### src/sv/ccc_pkg.sv
// Shared types and constants for the charge connector controller.
package ccc_pkg;

  localparam int METER_WIDTH_DEF = 48;

  localparam int RATE_W    = 20;
  localparam int START_W   = 48;
  localparam int TIMEOUT_W = 16;
  localparam int CFG_IDX_W = 2;
  localparam int AMOUNT_W  = 27;
  localparam int AUTH_W    = 17;

  localparam logic [TIMEOUT_W-1:0] AUTH_TIMEOUT_RST = 16'd10000;

  // floor(ms / 1000) = floor((ms >> 3) * MS_RECIP >> MS_SHIFT) for 16-bit ms
  localparam logic [13:0] MS_RECIP = 14'd8389;
  localparam int          MS_SHIFT = 20;
  localparam int          SEC_W    = 7;
  localparam logic [9:0]  MS_PER_S = 10'd1000;

  // floor(z / 1000) = floor((z >> 3) * Z_RECIP >> Z_SHIFT) for 30-bit z
  localparam logic [27:0] Z_RECIP = 28'd137438954;
  localparam int          Z_SHIFT = 34;
  localparam int          FRAC_W  = 20;

  localparam logic [RATE_W-1:0] PWR_LVL_HI  = 20'd2000;
  localparam logic [RATE_W-1:0] PWR_LVL_MID = 20'd1000;
  localparam logic [RATE_W-1:0] PWR_LVL_LO  = 20'd500;

  typedef enum logic [CFG_IDX_W-1:0] {
    CFG_RATE         = 2'd0,
    CFG_METER_START  = 2'd1,
    CFG_AUTH_TIMEOUT = 2'd2
  } cfg_idx_t;

  typedef enum logic [2:0] {
    MODE_POWER_GOOD  = 3'd0,
    MODE_POWER_FAULT = 3'd1,
    MODE_ENROLL      = 3'd2,
    MODE_PLUG_IN     = 3'd3,
    MODE_UNPLUG      = 3'd4,
    MODE_FORCE_STOP  = 3'd5,
    MODE_TICK        = 3'd6
  } mode_t;

  typedef enum logic [2:0] {
    ST_UNDEF    = 3'd0,
    ST_ONPOST   = 3'd1,
    ST_AUTH     = 3'd2,
    ST_CHARGING = 3'd3,
    ST_PLUGGED  = 3'd4,
    ST_DONE     = 3'd5,
    ST_FAULT    = 3'd6
  } conn_state_t;

  typedef struct packed {
    logic [2:0]        mode;
    logic [31:0]       session_number;
    logic [31:0]       session_cap;
    logic [15:0]       elapsed_ms;
    logic [RATE_W-1:0] car_power;
  } item_t;

  typedef struct packed {
    logic [2:0]          connector_state;
    logic                auth_cleared;
    logic [AMOUNT_W-1:0] delivered;
    logic [47:0]         meter_total;
    logic [31:0]         session_energy;
    logic [31:0]         session_out;
  } result_t;

endpackage

### src/sv/ccc_scale.sv
// Energy scaling pipeline: floor(rate * ms / 1000) downscaled by car power.
module ccc_scale (
  input  logic                            clk,
  input  logic                            rst,
  input  logic [ccc_pkg::RATE_W-1:0]      rate,
  input  logic                            item_valid,
  output logic                            item_ready,
  input  ccc_pkg::item_t                  item,
  output logic                            out_valid,
  input  logic                            out_ready,
  output ccc_pkg::item_t                  out_item,
  output logic [ccc_pkg::AMOUNT_W-1:0]    out_amount
);

  localparam int NSTG = 5;

  logic [NSTG-1:0] vld;
  logic [NSTG-1:0] adv;

  ccc_pkg::item_t item0, item1, item2, item3, item4;
  logic [ccc_pkg::SEC_W-1:0]    secs1, secs2;
  logic [9:0]                   msrem2;
  logic [ccc_pkg::AMOUNT_W-1:0] whole3;
  logic [29:0]                  frac3;
  logic [ccc_pkg::AMOUNT_W-1:0] amount4;

  logic [26:0]                  ms_prod;
  logic [16:0]                  ms_back;
  logic [54:0]                  z_prod;
  logic [ccc_pkg::FRAC_W-1:0]   frac_q;
  logic [ccc_pkg::AMOUNT_W-1:0] raw;
  logic [ccc_pkg::AMOUNT_W-1:0] scaled;

  // a stage moves when it is empty or the one after it moves
  always_comb begin
    adv[NSTG-1] = !vld[NSTG-1] || out_ready;
    for (int k = NSTG - 2; k >= 0; k--) begin
      adv[k] = !vld[k] || adv[k+1];
    end
  end

  assign item_ready = adv[0];
  assign out_valid  = vld[NSTG-1];
  assign out_item   = item4;
  assign out_amount = amount4;

  always_comb begin
    ms_prod = 27'(item0.elapsed_ms[15:3]) * 27'(ccc_pkg::MS_RECIP);
    ms_back = 17'(secs1) * 17'(ccc_pkg::MS_PER_S);
    z_prod  = 55'(frac3[29:3]) * 55'(ccc_pkg::Z_RECIP);
    frac_q  = z_prod[ccc_pkg::Z_SHIFT +: ccc_pkg::FRAC_W];
    raw     = whole3 + ccc_pkg::AMOUNT_W'(frac_q);
    scaled  = raw;
    if (item3.car_power < ccc_pkg::PWR_LVL_HI)  scaled = scaled >> 1;
    if (item3.car_power < ccc_pkg::PWR_LVL_MID) scaled = scaled >> 1;
    if (item3.car_power < ccc_pkg::PWR_LVL_LO)  scaled = scaled >> 1;
  end

  always_ff @(posedge clk) begin
    if (rst) begin
      vld <= '0;
    end else begin
      if (adv[0]) vld[0] <= item_valid;
      for (int k = 1; k < NSTG; k++) begin
        if (adv[k]) vld[k] <= vld[k-1];
      end
    end
  end

  always_ff @(posedge clk) begin
    if (adv[0]) begin
      item0 <= item;
    end
    if (adv[1]) begin
      item1 <= item0;
      secs1 <= ms_prod[ccc_pkg::MS_SHIFT +: ccc_pkg::SEC_W];
    end
    if (adv[2]) begin
      item2  <= item1;
      secs2  <= secs1;
      msrem2 <= 10'(17'(item1.elapsed_ms) - ms_back);
    end
    if (adv[3]) begin
      item3  <= item2;
      whole3 <= ccc_pkg::AMOUNT_W'(rate * ccc_pkg::AMOUNT_W'(secs2));
      frac3  <= 30'(rate) * 30'(msrem2);
    end
    if (adv[4]) begin
      item4   <= item3;
      amount4 <= scaled;
    end
  end

endmodule

### src/sv/charge_connector_controller_top.sv
// Charge connector controller: connector state machine with energy metering.
// Path from an accepted item to a valid result: five scaling registers, the last
// one feeding the state update that loads the result register.
// Throughput: one transaction per cycle while results are taken; the state update stage is the only loop.
// Reset: synchronous, clears state, meters and config (auth timeout to 10000).
module charge_connector_controller_top #(
  parameter int METER_WIDTH = ccc_pkg::METER_WIDTH_DEF
) (
  input  logic                              clk,
  input  logic                              rst,
  input  logic                              item_valid,
  output logic                              item_ready,
  input  ccc_pkg::item_t                    item,
  output logic                              result_valid,
  input  logic                              result_ready,
  output ccc_pkg::result_t                  result,
  input  logic                              write_enable,
  input  logic [ccc_pkg::CFG_IDX_W-1:0]     write_index,
  input  logic [ccc_pkg::START_W-1:0]       write_data
);

  logic [ccc_pkg::RATE_W-1:0]    rate;
  logic [ccc_pkg::TIMEOUT_W-1:0] auth_timeout;

  ccc_pkg::conn_state_t conn_state, conn_state_next;
  logic                 auth_armed, auth_armed_next;
  logic [ccc_pkg::AUTH_W-1:0] auth_elapsed, auth_elapsed_next;
  logic                 timing_started, timing_started_next;
  logic [METER_WIDTH-1:0] total_meter, total_meter_next;
  logic [31:0]          session_meter, session_meter_next;
  logic [31:0]          session_limit, session_limit_next;
  logic [31:0]          session_id, session_id_next;

  logic                         sc_valid;
  logic                         sc_ready;
  ccc_pkg::item_t               sc_item;
  logic [ccc_pkg::AMOUNT_W-1:0] sc_amount;
  logic                         fire;

  ccc_pkg::conn_state_t         mid_state;
  logic                         cleared;
  logic [ccc_pkg::AMOUNT_W-1:0] amount;
  logic [ccc_pkg::AMOUNT_W-1:0] amount_try;
  logic [ccc_pkg::AUTH_W-1:0]   auth_sum;
  logic [31:0]                  remain;
  logic [31:0]                  avail;
  logic [31:0]                  power_w;
  logic [31:0]                  possible;
  logic [METER_WIDTH:0]         total_sum;
  logic [32:0]                  session_sum;
  logic [63:0]                  total_wide;

  ccc_scale u_scale (
    .clk        (clk),
    .rst        (rst),
    .rate       (rate),
    .item_valid (item_valid),
    .item_ready (item_ready),
    .item       (item),
    .out_valid  (sc_valid),
    .out_ready  (sc_ready),
    .out_item   (sc_item),
    .out_amount (sc_amount)
  );

  assign sc_ready = !result_valid || result_ready;
  assign fire     = sc_valid && sc_ready;

  assign total_wide = 64'(total_meter_next);

  always_comb begin
    conn_state_next     = conn_state;
    auth_armed_next     = auth_armed;
    auth_elapsed_next   = auth_elapsed;
    timing_started_next = timing_started;
    total_meter_next    = total_meter;
    session_meter_next  = session_meter;
    session_limit_next  = session_limit;
    session_id_next     = session_id;
    mid_state           = conn_state;
    cleared             = 1'b0;
    amount              = '0;
    total_sum           = '0;
    session_sum         = '0;

    auth_sum = auth_elapsed + ccc_pkg::AUTH_W'(sc_item.elapsed_ms);
    power_w  = 32'(sc_item.car_power);
    remain   = (session_limit > session_meter) ? session_limit - session_meter : '0;
    avail    = (session_limit != '0) ? remain : power_w;
    possible = (avail < power_w) ? avail : power_w;
    amount_try = timing_started ? sc_amount : '0;

    unique case (sc_item.mode)
      ccc_pkg::MODE_POWER_GOOD:  conn_state_next = ccc_pkg::ST_ONPOST;
      ccc_pkg::MODE_POWER_FAULT: conn_state_next = ccc_pkg::ST_FAULT;
      ccc_pkg::MODE_ENROLL: begin
        session_id_next    = sc_item.session_number;
        session_limit_next = sc_item.session_cap;
        session_meter_next = '0;
        if (conn_state == ccc_pkg::ST_PLUGGED) begin
          conn_state_next = ccc_pkg::ST_CHARGING;
          auth_armed_next = 1'b0;
        end else if (conn_state != ccc_pkg::ST_FAULT && conn_state != ccc_pkg::ST_CHARGING &&
                     conn_state != ccc_pkg::ST_DONE) begin
          conn_state_next   = ccc_pkg::ST_AUTH;
          auth_armed_next   = 1'b1;
          auth_elapsed_next = '0;
        end
      end
      ccc_pkg::MODE_PLUG_IN: begin
        if (conn_state == ccc_pkg::ST_AUTH) begin
          conn_state_next = ccc_pkg::ST_CHARGING;
          auth_armed_next = 1'b0;
        end else begin
          conn_state_next = ccc_pkg::ST_PLUGGED;
        end
      end
      ccc_pkg::MODE_UNPLUG: conn_state_next = ccc_pkg::ST_ONPOST;
      ccc_pkg::MODE_FORCE_STOP: begin
        if (conn_state == ccc_pkg::ST_CHARGING) begin
          conn_state_next = ccc_pkg::ST_DONE;
        end else if (conn_state == ccc_pkg::ST_AUTH) begin
          conn_state_next = ccc_pkg::ST_ONPOST;
          auth_armed_next = 1'b0;
          cleared         = 1'b1;
        end
      end
      ccc_pkg::MODE_TICK: begin
        if (auth_armed) begin
          auth_elapsed_next = auth_sum;
          if (auth_sum >= ccc_pkg::AUTH_W'(auth_timeout)) begin
            auth_armed_next   = 1'b0;
            auth_elapsed_next = '0;
            if (conn_state == ccc_pkg::ST_AUTH) begin
              mid_state = ccc_pkg::ST_ONPOST;
              cleared   = 1'b1;
            end
          end
        end
        conn_state_next = mid_state;
        if (mid_state == ccc_pkg::ST_CHARGING) begin
          timing_started_next = 1'b1;
          // possible never exceeds car power, so it fits the amount width
          amount = (ccc_pkg::AMOUNT_W'(possible) < amount_try) ?
                   ccc_pkg::AMOUNT_W'(possible) : amount_try;
          total_sum   = {1'b0, total_meter} + (METER_WIDTH+1)'(amount);
          session_sum = {1'b0, session_meter} + 33'(amount);
          total_meter_next   = total_sum[METER_WIDTH] ? '1 : total_sum[METER_WIDTH-1:0];
          session_meter_next = session_sum[32] ? '1 : session_sum[31:0];
          if (possible == '0) conn_state_next = ccc_pkg::ST_DONE;
        end else begin
          timing_started_next = 1'b0;
        end
      end
      default: ;
    endcase
  end

  always_ff @(posedge clk) begin
    if (rst) begin
      rate           <= '0;
      auth_timeout   <= ccc_pkg::AUTH_TIMEOUT_RST;
      conn_state     <= ccc_pkg::ST_UNDEF;
      auth_armed     <= 1'b0;
      auth_elapsed   <= '0;
      timing_started <= 1'b0;
      total_meter    <= '0;
      session_meter  <= '0;
      session_limit  <= '0;
      session_id     <= '0;
      result_valid   <= 1'b0;
    end else begin
      if (fire) begin
        conn_state     <= conn_state_next;
        auth_armed     <= auth_armed_next;
        auth_elapsed   <= auth_elapsed_next;
        timing_started <= timing_started_next;
        total_meter    <= total_meter_next;
        session_meter  <= session_meter_next;
        session_limit  <= session_limit_next;
        session_id     <= session_id_next;
      end
      if (sc_ready) result_valid <= sc_valid;
      if (write_enable) begin
        unique case (write_index)
          ccc_pkg::CFG_RATE:         rate <= write_data[ccc_pkg::RATE_W-1:0];
          // the start value only matters as the load value of the total meter
          ccc_pkg::CFG_METER_START:  total_meter <= METER_WIDTH'(write_data);
          ccc_pkg::CFG_AUTH_TIMEOUT: auth_timeout <= write_data[ccc_pkg::TIMEOUT_W-1:0];
          default: ;
        endcase
      end
    end
  end

  always_ff @(posedge clk) begin
    if (fire) begin
      result.connector_state <= conn_state_next;
      result.auth_cleared    <= cleared;
      result.delivered       <= amount;
      result.meter_total     <= total_wide[47:0];
      result.session_energy  <= session_meter_next;
      result.session_out     <= session_id_next;
    end
  end

endmodule

### config.mk
export PLATFORM = sky130hd
export DESIGN_NAME = charge_connector_controller_top
export DESIGN_NICKNAME = d
export VERILOG_FILES = /design/src/sv/ccc_pkg.sv /design/src/sv/ccc_scale.sv /design/src/sv/charge_connector_controller_top.sv
export SDC_FILE = /design/constraint.sdc
export NUM_CORES = 2
export LEC_CHECK = 0
export CAP_MARGIN = 20
export CORE_ASPECT_RATIO = 0.9
export CORE_MARGIN = 4
export CORE_UTILIZATION = 36
export CTS_CLUSTER_SIZE = 28
export DETAILED_ROUTE_END_ITERATION = 10
export DONT_BUFFER_PORTS = 1
export GPL_TIMING_DRIVEN = 0
export PLACE_DENSITY = 0.56
export SLEW_MARGIN = 30
export SYNTH_ARGS = -nofsm -noshare
export SYNTH_HDL_FRONTEND = slang
export SYNTH_SLANG_ARGS = --single-unit
### constraint.sdc
create_clock -name clk -period 11.8 [get_ports clk]
set_clock_uncertainty 0.05 [all_clocks]
set_input_delay 3.54 -clock clk [delete_from_list [all_inputs] [get_ports clk]]
set_output_delay 3.54 -clock clk [all_outputs]
set_load 0.005 [all_outputs]
# After elaboration in Yosys (flattened, before gate mapping)
# Index checks and enable logic that the tools add are counted.
op_classes:
  muxes: 47
  eq_ne: 20
  order_cmp: 7
  n_addsub: 6
  n_reduce_logical: 29
  n_mul: 5
op_table:
  columns: ["cell", "n"]
  rows:
  - ["$mux W48", 6]
  - ["$mux W32", 6]
  - ["$mux W27", 4]
  - ["$mux W17", 4]
  - ["$pmux W32 S2", 1]
  - ["$mul A27 B27 Y53 const B", 1]
  - ["$add A48 B27 Y49", 1]
  - ["$pmux W17 S2", 1]
  - ["$add A32 B27 Y33", 1]
  - ["$gt A32 B32 Y1", 1]
  - ["$logic_not A32 Y1", 1]
  - ["$lt A32 B20 Y1", 1]
  - ["$reduce_bool A32 Y1", 1]
  - ["$sub A32 B32 Y32", 1]
  - ["$mul A20 B10 Y30", 1]
  - ["$mux W3", 10]
  - ["$add A27 B20 Y27", 1]
  - ["$lt A27 B27 Y1", 1]
  - ["$mul A13 B14 Y27 const B", 1]
  - ["$mul A20 B7 Y27", 1]
  - ["$mux W26", 1]
  - ["$lt A20 B10 Y1 const B", 1]
  - ["$lt A20 B11 Y1 const B", 1]
  - ["$lt A20 B9 Y1 const B", 1]
  - ["other kinds (27)", 65]
totals:
  reg_bits: 974
  word_cells: 168
  in_bits: 158
  output_inout_bits: 145

# Longest topological paths before layout
depth:
  depth_word: 14
  ltp_mapped: 64
  mapped_depth_nobuf: 57

# Modules after synthesis
# A second synthesis with hierarchy kept.
unflattened:
  cells_unflattened: 6146
  hier_area_um2: 66168.5
by_module_without_submodules:
  columns: ["module", "cells_per_inst", "seq_area_each_um2", "instances", "area_per_inst_um2"]
  rows:
  - ["ccc_scale", 3445, 18627.9, 1, 43785.7]
  - ["charge_connector_controller_top", 2701, 8358.0, 1, 22382.7]

# Worst setup path after synthesis
# No wires, ideal clock.
synth_timing:
  path_kind: "reg2reg"
  start: "register session_meter[0]"
  end: "register total_meter[5]"
  required_ns: 11.663
  n_path_buf: 9
  setup_ns: 0.087
  arrival_ns: 11.369
  stages_incl_launch_ff: 61
  setup_slack_ns: 0.294
  synth_period_minus_slack_ns: 11.506
  path_cell_list: "dfxtp_1 > ha_1 > inv_1 > fa_1 > a21o_1 > a221o_1 > a32oi_2 > o21ai_1 > a21oi_1 > nor3_1 > clkbuf_1 > clkbuf_1 > nand2_1 > o21ai_0 > ha_1 > o21ai_0 > nand2b_1 > a21oi_1 > (+25 left out) > ha_1 > inv_1 > fa_1 > nor2b_1 > o21ai_0 > a21boi_0 > o21ai_0 > a21boi_0 > o211ai_1 > a311oi_1 > nor4_1 > o22ai_1 > o41a_1 > a31o_2 > clkbuf_1 > o22a_1 > nand2_1 > a211oi_1"
synth_between:
  elab_chain_len: 14
  elab_cells_between_ends: 15
  classes_between: "add/sub (2); order compare (3); mux (10)"
synth_lines:
  columns: ["element", "line_no", "text"]
  rows:
  - ["from (decl)", "charge_connector_controller_top.sv:30", "logic [31:0] session_meter, session_meter_next;"]
  - ["from (signal assigned)", "charge_connector_controller_top.sv:179", "session_meter <= session_meter_next;"]
  - ["$sub A32 B32 Y32 / $gt A32 B32 Y1 (equally long branches)", "charge_connector_controller_top.sv:88", "remain = (session_limit > session_meter) ? session_limit - session_meter : '0;"]
  - ["$mux W32 (*)", "charge_connector_controller_top.sv:88", null]
  - ["$mux W32 (*)", "charge_connector_controller_top.sv:89", "avail = (session_limit != '0) ? remain : power_w;"]
  - ["$lt A32 B20 Y1", "charge_connector_controller_top.sv:90", "possible = (avail < power_w) ? avail : power_w;"]
  - ["$mux W32 (*)", "charge_connector_controller_top.sv:90", null]
  - ["$lt A27 B27 Y1", "charge_connector_controller_top.sv:144", "amount = (ccc_pkg::AMOUNT_W'(possible) < amount_try) ?"]
  - ["$mux W27 (*)", "charge_connector_controller_top.sv:144", null]
  - ["$add A48 B27 Y49 (*)", "charge_connector_controller_top.sv:146", "total_sum = {1'b0, total_meter} + (METER_WIDTH+1)'(amount);"]
  - ["$mux W48 (*)", "charge_connector_controller_top.sv:148", "total_meter_next = total_sum[METER_WIDTH] ? '1 : total_sum[METER_WIDTH-1:0];"]
  - ["$mux W48 (*)", "charge_connector_controller_top.sv:141", "if (mid_state == ccc_pkg::ST_CHARGING) begin"]
  - ["$mux W48 (*)", "charge_connector_controller_top.sv:93", "unique case (sc_item.mode)"]
  - ["net total_meter_next[5]", "charge_connector_controller_top.sv:29", "logic [METER_WIDTH-1:0] total_meter, total_meter_next;"]
  - ["$mux W48 (*)", "charge_connector_controller_top.sv:173", "if (fire) begin"]
  - ["$mux W48", "charge_connector_controller_top.sv:185", "unique case (write_index)"]
  - ["$mux W48 (*)", "charge_connector_controller_top.sv:184", "if (write_enable) begin"]
  - ["to (signal assigned)", "charge_connector_controller_top.sv:178", "total_meter <= total_meter_next;"]
  - ["to (signal assigned)", "charge_connector_controller_top.sv:188", "ccc_pkg::CFG_METER_START: total_meter <= METER_WIDTH'(write_data);"]
  - ["to (decl)", "charge_connector_controller_top.sv:29", null]
# The timed path passes the listed nets; every way through them passes the cells marked *.
# A chain may end at the register's enable or synchronous reset.

# Worst setup path in the final report
layout_timing:
  start: "register session_limit[0]"
  end: "register total_meter[11]"
layout_between:
  elab_chain_len: 14
  elab_cells_between_ends: 16
  classes_between: "add/sub (2); order compare (3); mux (10); reduce/logical (1)"
layout_lines:
  columns: ["element", "line_no", "text"]
  rows:
  - ["from (decl)", "charge_connector_controller_top.sv:31", "logic [31:0] session_limit, session_limit_next;"]
  - ["from (signal assigned)", "charge_connector_controller_top.sv:180", "session_limit <= session_limit_next;"]
  - ["$sub A32 B32 Y32 / $gt A32 B32 Y1 (equally long branches)", "charge_connector_controller_top.sv:88", null]
  - ["$mux W32", "charge_connector_controller_top.sv:88", null]
  - ["$mux W32 (*)", "charge_connector_controller_top.sv:89", null]
  - ["$lt A32 B20 Y1", "charge_connector_controller_top.sv:90", null]
  - ["$mux W32 (*)", "charge_connector_controller_top.sv:90", null]
  - ["$lt A27 B27 Y1", "charge_connector_controller_top.sv:144", null]
  - ["$mux W27 (*)", "charge_connector_controller_top.sv:144", null]
  - ["$add A48 B27 Y49 (*)", "charge_connector_controller_top.sv:146", null]
  - ["$mux W48 (*)", "charge_connector_controller_top.sv:148", null]
  - ["$mux W48 (*)", "charge_connector_controller_top.sv:141", null]
  - ["$mux W48 (*)", "charge_connector_controller_top.sv:93", null]
  - ["net total_meter_next[11]", "charge_connector_controller_top.sv:29", null]
  - ["$mux W48 (*)", "charge_connector_controller_top.sv:173", null]
  - ["$mux W48", "charge_connector_controller_top.sv:185", null]
  - ["$mux W48 (*)", "charge_connector_controller_top.sv:184", null]
# Marks and branches as above.

==> out/results.txt <==
H-tree levels -> 3
Hold Vio Cnt, Final -> 0
Via-to-Cell Ratio -> 5.15
clock-pin slew on the worst setup and hold paths -> 70 ps
footprint of the multi-input gates -> 34700 um^2
initial antenna violation count -> 21
number of synthesized flops with an enable pin -> 760
CP arrival -> 12280 ps
Vias -> 44301
overall routed net length -> 189 mm
synthesized flop and latch total -> 968
WS Path Type -> flop to flop
Synth area leaders -> edfxtp_1, fa_1, ha_1, dfxtp_1, inv_1
Worst-Margin Slew -> 1030 ps
max-slew violation count -> 0
Die Wd -> 455 um
half-perimeter wire length after placement -> 152 mm
clk root buf -> clkbuf_16
switching part of the total power -> 44.1%
worst setup path startpoint -> session_limit[0]
max incr delay on CP -> 480 ps
syn avg cell area -> 10.9 um^2
outcome -> finished clean
sw power -> 0.00852 W
Leak -> 32.3 nW
number of fill cells -> 17099
ys flop type -> edfxtp_1
Crit Path Max Fanout -> 7
synth warn -> 0
final setup vio count -> 0
PwrDens -> 263 nW/um^2
setup TNS -> 0 ps
worst setup path endpoint -> total_meter[11]
PortBufs -> 0
first-pass GRT wire length -> 281 mm
area growth from synthesis to layout -> 13.2%
CTS tree -> done
io pins -> 303
GPL Wtd Cong -> 0.942
reg2reg start -> session_limit[0]
largest net degree at the start of global routing -> 72
total design power -> 0.0193 W
Sink Count -> 968
post-layout util -> 41.0%
Initial Utilization -> 36.3%
aggregate global routing overflow -> 0
Row Count -> 147
ANT nets after route -> 0
worst reg2reg endpoint -> total_meter[11]
layout cells sized above 1 -> 8.48%
Comb pwr share -> 60.6%
top cell type's share of synthesized area -> 35.2%
kind of start point of the critical path -> flop
Worst Reg-to-Reg Cells -> 54
post-synth top area cell -> edfxtp_1
worst skew pair latency -> 760 ps
final net count -> 7425
initial DRC count -> 3965
core area -> 179000 um^2
Chip Height -> 410 um
synthesized cell area -> 64800 um^2
Synth async-reset ratio -> 0%
internal power -> 0.0108 W
1st-pass router iterations -> 6
die area -> 187000 um^2
Total GRT Usage -> 20.0%
Bufs on Longest Clock Path -> 3
cell repeated most along the worst path -> a21o_1
Reg2Reg Setup Slack -> 60 ps
register area -> 27000 um^2
Clock power frac -> 17.3%
RSZ-0062 raised after global routing -> yes
maxcap violations -> 0
Hold Path Class -> flop to flop
relative slew slack -> 31.5%
Slowest cell on crit path -> mux2i_1
number of global-route vias before repair -> 43840
Synth cell types -> 83
critical path required time -> 12330 ps
clock buffer count from CTS -> 100
maximum clock frequency -> 85.2 MHz
min cycle time layout -> 11740 ps
drt wl/cell -> 22.0 um
Syn Inst Count -> 5926
Sequential Power Share -> 22.1%
cts hold-fix bufs -> 0
residual DRC count -> 0
Crit. End Element -> flop
Seq/Total Area, Yosys -> 41.7%
Max VDD drop -> 0.000515 V
fin crit share -> 99.5%
[metal layers]
| metal | global-route usage (%) | routed length (um) |
|---|---|---|
| met1 | 30.3 | 89700 |
| met2 | 29.5 | 80800 |
| met3 | 3.98 | 14900 |
| met4 | 3.88 | 3620 |
| met5 | 0 | 0 |
[worst max-delay path: cells and delay by family, from the launching register on]
kind | cells | cell delay, ps
buffers and inverters | 12 | 1540
and+or+nand+nor | 10 | 1970
adders and majority gates | 5 | 1370
AOI/OAI and AO/OA | 24 | 5190
muxes | 3 | 1110
DFF | 1 | 360
[final cells by class]
type	count	share of cell area, %
diodes	16	0.0546
plain buffers	205	1.35
inverters	825	4.24
repair buffers	88	1.29
clock buffers	120	3.61
clock inverters	69	1.17
well taps	2384	4.07
multi-input cells	3926	47.4
flip-flops and latches	968	36.8
[worst min path at each step]
stage	startpoint	end	cells past startpoint
5_1_grt	u_scale.item2[26]	u_scale.item3[26]	0
4_1_cts	u_scale.item2[26]	u_scale.item3[26]	0
3_5_place_dp	u_scale.item0[57]	u_scale.item1[57]	0
2_1_floorplan	u_scale.item0[0]	u_scale.item1[0]	0
3_3_place_gp	u_scale.item2[70]	u_scale.item3[70]	0
6_report	u_scale.item2[26]	u_scale.item3[26]	0
[cell families (layout without fill, tap and decap cells)]
logic type	count (synthesis)	count (layout)	synth area share (%)
fa+ha+maj	1153	1153	27.9
mux	66	66	1.04
buf+inv	1038	1307	6.07
compound gates	974	974	9.96
xor+xnor	198	198	2.68
flops	968	968	41.7
other cells	1	23	0.00579
simple gates	1528	1528	10.7
[Yosys cell counts, types with 9 or more instances]
master,instances
clkbuf_1,195
a22oi_1,19
nor2b_1,41
xnor2_1,136
xor2_1,62
o221ai_1,25
nand2b_1,37
o22a_1,23
o21a_1,46
nand4_1,55
a211oi_1,41
mux2i_1,56
a31oi_1,22
nor3_1,66
a21o_1,71
nand2_1,740
o31ai_2,11
o21bai_1,29
mux2_2,9
and3_1,26
inv_1,824
a21boi_0,9
a21oi_1,343
o211ai_1,15
nor4_1,31
or3_1,20
ha_1,670
o31ai_1,9
a211o_1,11
or4_1,9
o221a_2,42
fa_1,483
dfxtp_1,208
and4_1,9
or2_2,9
edfxtp_1,760
nand3_1,67
and2_1,132
o22ai_1,18
o21ai_0,153
nor2_1,266
[power groups by stage]
stage                     clock, W  combinational (W)  sequential (W)
after floorplan                  0            0.00847         0.00421
after global placement           0             0.0115         0.00435
after detailed placement         0             0.0116         0.00435
after CTS                  0.00342             0.0119         0.00428
after global routing       0.00358             0.0136         0.00430
final                      0.00333             0.0117         0.00428
[metrics by stage]
stage	area, um^2	hold slack, ps	setup WS [ps]	cells
floorplan	64800	350	294	5932
global placement	67800	351	-4530	8316
detailed placement	68200	355	-4280	8340
CTS	72400	352	3.05	8548
global route	73300	354	-256	8592
finish	73300	344	58.6	8601
[cells in the final DEF (no fill, tap or decap), types with 15 or more instances in the layout]
master     instances
xnor2_1          136
fa_1             480
nand2b_1          37
nor2b_1           39
o221ai_1          21
or3_1             19
o21a_1            46
clkbuf_1         176
o22ai_1           17
buf_4             64
dfxtp_1          202
nand3_1           63
o21ai_1           15
nand2_1          730
a31oi_1           18
and3_1            25
a22oi_1           19
nor3_1            61
edfxtp_1         760
and2_1           131
nor4_1            23
ha_1             658
mux2i_1           44
clkinv_1          15
inv_1            813
xor2_1            62
a21o_1            71
o221a_2           42
clkbuf_16        105
o21bai_1          28
a21oi_1          330
a211oi_1          31
o211ai_1          15
o22a_1            21
o21ai_0          135
nor2_1           251
diode_2           16
nand4_1           55
[state kept, by name, summed over array words and instances (netlist names), 48 cells and up]
signal            count
u_scale.item2       103
u_scale.out_item    103
u_scale.item3       103
total_meter          48
u_scale.item0       103
result              143
u_scale.item1       103
[timing repair]
action / in CTS / in global routing
pin swaps: 33 / 77
gates resized for setup: 132 / 141
endpoints found under the setup margin: 160 / 164
cloned: 0 / 3
setup buffers: 26 / 35
Power figures use the tool's default switching activity.
